$ cat config.mk
export PLATFORM = sky130hd
export DESIGN_NAME = sau_div
export DESIGN_NICKNAME = d
export VERILOG_FILES = /design/src/sv/stack_arithmetic_unit_assert.svh /design/src/sv/sau_pkg.sv /design/src/sv/sau_div.sv
export SDC_FILE = /design/constraint.sdc
export NUM_CORES = 1
export LEC_CHECK = 0
export BUFFER_PORTS_ARGS = -buffer_cell sky130_fd_sc_hd__buf_2
export CAP_MARGIN = 40
export CORE_UTILIZATION = 55
export CTS_CLUSTER_DIAMETER = 80
export CTS_CLUSTER_SIZE = 20
export DETAILED_ROUTE_END_ITERATION = 12
export GPL_ROUTABILITY_DRIVEN = 0
export GPL_TIMING_DRIVEN = 0
export PLACE_DENSITY = 0.79
export SETUP_SLACK_MARGIN = 0.05
export SYNTH_ARGS = -nofsm -noshare
export SYNTH_HDL_FRONTEND = slang
export SYNTH_SLANG_ARGS = --single-unit
$ cat constraint.sdc
create_clock -name clk_i -period 4.3 [get_ports clk_i]
set_input_delay 0.86 -clock clk_i [delete_from_list [all_inputs] [get_ports clk_i]]
set_output_delay 0.86 -clock clk_i [all_outputs]
set_load 0.1 [all_outputs]
$ cat src/sv/stack_arithmetic_unit_assert.svh
// Assertion macros for the stack arithmetic unit.
`ifndef STACK_ARITHMETIC_UNIT_ASSERT_SVH
`define STACK_ARITHMETIC_UNIT_ASSERT_SVH

`ifndef SYNTHESIS

// Checks that a condition holds at every rising clock edge outside reset.
`define SAU_ASSERT(lbl, prop, msg) \
  lbl: assert property (@(posedge clk_i) disable iff (!rst_ni) (prop)) else $error(msg);

// Checks that a condition in one cycle implies another in the next.
`define SAU_ASSERT_NEXT(lbl, ante, cons, msg) \
  lbl: assert property (@(posedge clk_i) disable iff (!rst_ni) (ante) |=> (cons)) \
    else $error(msg);

`else

`define SAU_ASSERT(lbl, prop, msg)
`define SAU_ASSERT_NEXT(lbl, ante, cons, msg)

`endif

`endif

$ cat src/sv/sau_pkg.sv
// Shared types and constants of the stack arithmetic unit.
`default_nettype none

package sau_pkg;

  localparam int unsigned DATA_W      = 32;
  localparam int unsigned OP_W        = 3;
  localparam int unsigned STATUS_W    = 2;
  localparam int unsigned DEPTH_W     = 9;
  localparam int unsigned OUT_TDATA_W = 48;

  typedef enum logic [OP_W-1:0] {
    OP_PUSH = 3'd0,
    OP_ADD  = 3'd1,
    OP_SUB  = 3'd2,
    OP_MUL  = 3'd3,
    OP_DIV  = 3'd4,
    OP_MOD  = 3'd5
  } op_e;

  typedef enum logic [STATUS_W-1:0] {
    ST_OK      = 2'd0,
    ST_SHORT   = 2'd1,
    ST_DIVZERO = 2'd2,
    ST_FULL    = 2'd3
  } status_e;

  typedef enum logic [1:0] {
    S_IDLE,
    S_OPER,
    S_DIV,
    S_DONE
  } state_e;

  typedef struct packed {
    logic              start;
    logic [DATA_W-1:0] dividend;
    logic [DATA_W-1:0] divisor;
  } div_req_t;

  typedef struct packed {
    logic              done;
    logic [DATA_W-1:0] quot;
    logic [DATA_W-1:0] rem;
  } div_rsp_t;

endpackage

`default_nettype wire

$ cat src/sv/sau_div.sv
// Iterative signed divider: one quotient bit per cycle on the magnitudes.
`default_nettype none

module sau_div (
  input  wire logic              clk_i,
  input  wire logic              rst_ni,
  input  wire sau_pkg::div_req_t req_i,
  output sau_pkg::div_rsp_t      rsp_o
);

  import sau_pkg::*;

  localparam int unsigned CNT_W = $clog2(DATA_W);

  logic              busy_q, busy_d;
  logic              done_q, done_d;
  logic [CNT_W-1:0]  cnt_q, cnt_d;
  logic [DATA_W-1:0] rem_q, rem_d;
  logic [DATA_W-1:0] quo_q, quo_d;
  logic [DATA_W-1:0] dvs_q, dvs_d;
  logic              qneg_q, qneg_d;
  logic              rneg_q, rneg_d;
  logic [DATA_W:0]   trial;

  assign trial = {rem_q, quo_q[DATA_W-1]} - {1'b0, dvs_q};

  always_comb begin
    busy_d = busy_q;
    done_d = 1'b0;
    cnt_d  = cnt_q;
    rem_d  = rem_q;
    quo_d  = quo_q;
    dvs_d  = dvs_q;
    qneg_d = qneg_q;
    rneg_d = rneg_q;
    if (req_i.start) begin
      busy_d = 1'b1;
      cnt_d  = '0;
      rem_d  = '0;
      quo_d  = req_i.dividend[DATA_W-1] ? (DATA_W'(0) - req_i.dividend) : req_i.dividend;
      dvs_d  = req_i.divisor[DATA_W-1] ? (DATA_W'(0) - req_i.divisor) : req_i.divisor;
      qneg_d = req_i.dividend[DATA_W-1] ^ req_i.divisor[DATA_W-1];
      rneg_d = req_i.dividend[DATA_W-1];
    end else if (busy_q) begin
      // Restoring step: keep the trial difference only when it did not go negative.
      if (!trial[DATA_W]) begin
        rem_d = trial[DATA_W-1:0];
        quo_d = {quo_q[DATA_W-2:0], 1'b1};
      end else begin
        rem_d = {rem_q[DATA_W-2:0], quo_q[DATA_W-1]};
        quo_d = {quo_q[DATA_W-2:0], 1'b0};
      end
      cnt_d = cnt_q + CNT_W'(1);
      if (cnt_q == CNT_W'(DATA_W - 1)) begin
        busy_d = 1'b0;
        done_d = 1'b1;
      end
    end
  end

  always_ff @(posedge clk_i or negedge rst_ni) begin
    if (!rst_ni) begin
      busy_q <= 1'b0;
      done_q <= 1'b0;
      cnt_q  <= '0;
    end else begin
      busy_q <= busy_d;
      done_q <= done_d;
      cnt_q  <= cnt_d;
    end
  end

  always_ff @(posedge clk_i) begin
    rem_q  <= rem_d;
    quo_q  <= quo_d;
    dvs_q  <= dvs_d;
    qneg_q <= qneg_d;
    rneg_q <= rneg_d;
  end

  assign rsp_o.done = done_q;
  assign rsp_o.quot = qneg_q ? (DATA_W'(0) - quo_q) : quo_q;
  assign rsp_o.rem  = rneg_q ? (DATA_W'(0) - rem_q) : rem_q;

endmodule

`default_nettype wire

==> results of run 1 <==
[worst reg2reg max path, cell delays in order (launching register included)]
cell and delay (ps):
edfxtp_1 500, inv_1 80, ha_1 240, fa_1 400, nand2b_1 190, a21o_1 200, a21o_1 190, a211oi_1 570
o21ai_0 150, a211oi_1 320, buf_2 310, clkbuf_1 510, o21ai_0 140
[cells by family (layout without fill, tap and decap cells)]
family / Yosys count / in the layout / synth area share [%]
flops: 105 / 105 / 32.2
buf+inv: 98 / 262 / 4.58
mux: 19 / 19 / 2.23
fa+ha+maj: 39 / 39 / 5.70
simple gates: 351 / 351 / 20.8
xor+xnor: 140 / 140 / 14.1
compound gates: 272 / 272 / 20.3
[registers in the layout (all words and copies together), names as in the netlist]
register and cells:
cnt_q 5, busy_q 1, done_q 1, qneg_q 1
dvs_q 32, rem_q 32, quo_q 32, rneg_q 1
[path summary, 6_finish.rpt]
kind | from | slack (ps) | depth (start not counted) | end
max in group asynchronous | rst_ni | 3810 | 1 | cnt_q[3]
hold / removal | rst_ni | 320 | 1 | busy_q
setup reg to reg | quo_q[31] | 250 | 12 | quo_q[0]
min in group clk_i | cnt_q[3] | 550 | 2 | cnt_q[3]
hold reg to reg | cnt_q[3] | 550 | 2 | cnt_q[3]
setup / recovery | quo_q[10] | -70 | 9 | rsp_o[60]
[layout make-up]
class	count	area [um^2]
multi-input combinational	821	5700
fill	1292	4940
sequential	105	2810
timing repair buffer	148	897
clock buffer	11	264
tap	211	264
buffer	48	213
inverter	50	188
clock inverter	5	33.8
[per-stage QoR]
stage	util (%)	area, um^2
2_1_floorplan	-	8730
3_3_place_gp	63.0	9650
3_5_place_dp	63.2	9680
4_1_cts	66.5	10200
5_1_grt	67.7	10400
6_report	67.7	10400
[layout by cell type, fill, tap and decap left out, types with 6 or more instances in the layout]
cell type,count
buf_2,115
nor2_1,92
xnor2_1,90
nand2_1,89
a21oi_1,69
edfxtp_1,66
o21ai_0,62
inv_1,50
xor2_1,43
ha_1,37
clkbuf_1,36
o31ai_1,28
dfxtp_1,26
buf_4,25
nand3_1,24
or3_1,18
nor3_1,17
o41ai_1,16
mux2i_1,16
a21o_1,16
nand2b_1,15
a211oi_1,15
or3_4,13
or4_1,11
nor2b_1,11
and3_1,11
buf_6,10
clkbuf_16,10
a31oi_1,8
nor4_1,7
nor3b_1,7
xnor2_2,7
dfrtp_1,7
o211ai_1,6
nand4_1,6
a311oi_1,6
[timing repair]
action	CTS	global route
setup endpoints to repair	17	15
pin swaps	5	8
setup buffers	7	9
gates resized for setup	42	28
cloned	0	0
[layer usage]
layer / wire length (um) / up-vias
li1: - / 4050
met1: 9890 / 3777
met2: 11000 / 383
met3: 1920 / 45
met4: 541 / 0
met5: 0 / -
==> results.ini, run 1 <==
[place]
numPortBuffers = 131
pre_cts_ws_ps = -5.87
place_inst = 1367
dp_hpwl_um = 17900

[global_routing]
top_usage_layer = met2
gr-usage-met2_pct = 48.7
grt_pass1_vias = 7373
grt_max_degree = 40
antenna_found_initial = 0
grt_overflow = 0
grt_usage_pct = 28.6
use_met1_pct = 37.3
grt_pass1_wl_um = 36700
gr-usage-met3_pct = 3.51

[synth]
synthCells = 1024
synth.avg_cell_area_um2 = 8.48
synth_edf_count = 66
synth_area_mm2 = 0.00869
synth-async-reset-ratio_pct = 6.67
synth.top_cell.area_share_pct = 22.8
synth_area_leaders = edfxtp_1, xnor2_1, dfxtp_1
synth_top_area_cell = edfxtp_1
synthFlopType = edfxtp_1
yosysUniqueCellTypes = 71
yosysMostFrequentCell = xnor2_1
yosys_warnings = 0
synth-seq-cells = 105
synth_common_cells = xnor2_1, nor2_1, nand2_1, a21oi_1, edfxtp_1
seq_area_frac_synth_pct = 32.2
synth_nets = 1130

[timing]
slew_violations = 0
hold_viol = 0
skew_ps = 10.1
maxSlewHeadroom_pct = 42.3
finalWorstSetupSlack_ps = -67.4
max_freq_ghz = 0.229
fin_tns_setup_ps = -177
worstMarginPinSlew_ps = 866
period_needed_ps = 4370
min_period_over_period_pct = 102
hold_ws_ps = 324
rsz0062_at_grt = yes
setup_viol = 4

[floorplanning]
fp.dieH_um = 128
start_util_pct = 56.7
die-width_um = 128
core_mm2 = 0.0153
rows = 45
io_pins = 132
die-area_mm2 = 0.0163

[min_path]
hp-class = in -> async

[cts]
cts_num_sinks = 105
clkTransAtPathRegs_ps = 80
numCtsBuffers = 9
cts_tree = done
clockBufferDepth = 2
cts_root_buf = clkbuf_16
h-tree-depth = 3
clk_latency_ps = 360
hold_buffers = 0

[layout]
final_cells = 1399
drive_above_1_share_pct = 19.5
layout.nets = 1289
n_antenna_cell = 0
area_growth_pct = 19.4

[detailed_routing]
drt-initial-drc-count = 604
routed_wl_um = 23400
vias_per_cell = 5.90
num_vias = 8255
wire_per_inst_um = 16.7
ant_nets = 0
drc = 0
drt-pass1-iter-count = 6

[worst_setup_path]
critPathSlowestCell = or4_4
endpoint_kind = output pin
path_buf_inv = 1
critPathKind = reg -> out
path_cells = or4_4, or4_4, or2_4, or3_4, or2_4, or3_4, o21ai_4, xnor2_2, buf_8
crit_path_max_incr_delay_ps = 550
cp_top_family = simple AND/OR/NAND/NOR gates
cp.required_ps = 3440
cp_max_fo = 3
start_kind = flip-flop
arrival_ps = 3510

[run]
cap_viol_max_count = 0

[outcome]
failed_checks = setup timing
status = finished, violations left

Power of run 1 is left out: the tool's default activity adds up to more than one toggle a clock period on the data nets, which glitch-free logic cannot reach.
==> run 2, diff against run 1 <==
Settings changed: CTS_BUF_LIST set to sky130_fd_sc_hd__clkbuf_8.
==> run 2 against run 1 <==
Net effect:
- the run still ends with setup timing left
- clock skew increased by 2.4 ps
- first-iteration DRC count increased by 20%
- cell count about the same
- sequential share of layout area increased by 0.20 points
- fmax decreased by 1.0%
- critical path depth unchanged
- highest routed layer unchanged
==> results.ini, run 2 (synthesis results as in run 1) <==
[outcome]
status = finished, violations left
failed_checks = setup timing

[min_path]
hp-class = in -> async

[floorplanning]
start_util_pct = 56.7  ; unchanged
fp.dieH_um = 128  ; unchanged
io_pins = 132  ; unchanged
die-width_um = 128  ; unchanged
rows = 45  ; unchanged
core_mm2 = 0.0153  ; unchanged
die-area_mm2 = 0.0163  ; unchanged

[run]
cap_viol_max_count = 0  ; unchanged

[global_routing]
top_usage_layer = met2
antenna_found_initial = 0  ; unchanged
grt_pass1_wl_um = 36700  ; +0.11%
grt_pass1_vias = 7323  ; -0.68%
grt_max_degree = 40  ; unchanged
gr-usage-met3_pct = 3.76  ; +0.25 points
grt_overflow = 0  ; unchanged
use_met1_pct = 37.4  ; +0.11 points
gr-usage-met2_pct = 48.5  ; -0.16 points
grt_usage_pct = 28.6  ; +0.064 points

[layout]
most-common-layout-cells = buf_2, nor2_1, xnor2_1
seq_area_mm2 = 0.00281  ; about the same
layout.nets = 1288  ; -0.078%
area_growth_pct = 18.6
top_regs = dvs_q (32), quo_q (32), rem_q (32)
layout_commonest_cell = buf_2
multiInputGateArea_mm2 = 0.00573  ; +0.55%
n_antenna_cell = 0  ; unchanged
drive_above_1_share_pct = 20.0  ; +0.44 points
n_fill_cell = 1293  ; +0.077%

[timing]
maxSlewHeadroom_pct = 41.8  ; -0.49 points
rsz0062_at_grt = yes
hold_viol = 0  ; unchanged
skew_ps = 12.5  ; +2.37 ps
worstMarginPinSlew_ps = 873  ; +7.35 ps
finalWorstSetupSlack_ps = -112  ; -44.3 ps
setup_viol = 5  ; +1
slew_violations = 0  ; unchanged
hold_ws_ps = 272  ; -51.5 ps
max_freq_ghz = 0.227  ; -1.0%
period_needed_ps = 4410  ; +44.3 ps
min_period_over_period_pct = 103  ; +1.0 points

[worst_setup_path]
endpoint_kind = output pin
critPathKind = reg -> out
arrival_ps = 3550  ; +40 ps
cp.required_ps = 3440  ; about the same
start_kind = flip-flop
cp_max_fo = 3  ; unchanged

[cts]
cts_tree = done
clkTransAtPathRegs_ps = 110  ; +30 ps
clockBufferDepth = 2  ; unchanged
clk_latency_ps = 400  ; +40 ps
hold_buffers = 0  ; unchanged
h-tree-depth = 3  ; unchanged
cts_root_buf = clkbuf_8
cts_num_sinks = 105  ; unchanged
numCtsBuffers = 9  ; unchanged

[detailed_routing]
routed_wl_um = 23400  ; about the same
vias_per_cell = 5.93  ; +0.50%
wire_per_inst_um = 16.7  ; +0.14%
drt-pass1-iter-count = 6  ; unchanged
drt-initial-drc-count = 723  ; +20%
num_vias = 8290  ; +0.42%
ant_nets = 0  ; unchanged
drc = 0  ; unchanged

[place]
numPortBuffers = 131  ; unchanged
dp_hpwl_um = 17900  ; unchanged

==> run 2: cell count changes in the layout (fill, tap and decap cells not counted), sizes merged <==
cell,change
buf,+1
bufinv,+1
clkbuf,-3
==> run 2: final cells by class <==
class                           count  share of cell area (%)
Timing Repair Buffer              147                    8.67
Multi-Input combinational cell    821                    55.6
Inverter                           50                    1.82
Sequential cell                   105                    27.3
Tap cell                          211                    2.56
Clock buffer                       10                    1.34
Buffer                             48                    2.06
Clock inverter                      6                   0.619
==> run 2: critical path: stages, from the launching register on <==
cell and delay [ps]:
edfxtp_1 420, or4_4 550, or4_4 430, or2_4 250
or3_4 340, or2_4 250, or3_4 370, o21ai_4 180
xnor2_2 130, buf_6 240
==> run 2: path summary, 6_finish.rpt <==
check                               start   endpoint  slack [ps]  cells after the start
worst max-delay path            quo_q[10]  rsp_o[62]        -110                      9
worst min-delay path               rst_ni     done_q         270                      1
worst max register to register  quo_q[31]   quo_q[0]         250                     12
worst min register to register   cnt_q[3]   cnt_q[3]         550                      2
max in group asynchronous          rst_ni   cnt_q[3]        3860                      1
min in group clk_i               cnt_q[3]   cnt_q[3]         550                      2
==> run 2: timing repair <==
item                                    in CTS  in global routing
pin swaps                                    8                 12
resized for setup                           53                 26
setup buffers                               10                  5
endpoints found under the setup margin      18                 19
==> run 2: metrics by stage <==
stage	std cells	area (um^2)	util, %	worst slack (ps)	TNS [ps]
6_report	1398	10300	67.3	-112	-478
3_5_place_dp	1367	9680	63.2	-5.87	-5.87
5_1_grt	1398	10300	67.3	-189	-936
3_3_place_gp	1366	9650	63.0	3.59	0
2_1_floorplan	1024	8730	-	77.7	0
4_1_cts	1393	10100	66.3	-127	-536
==> run 2: per-layer routing <==
layer	share of wire [%]	wire [um]
met5	0	0
met4	2.2	525
met3	8.4	1960
met2	47	11100
met1	42	9810
Power of run 2 is left out for the same reason.
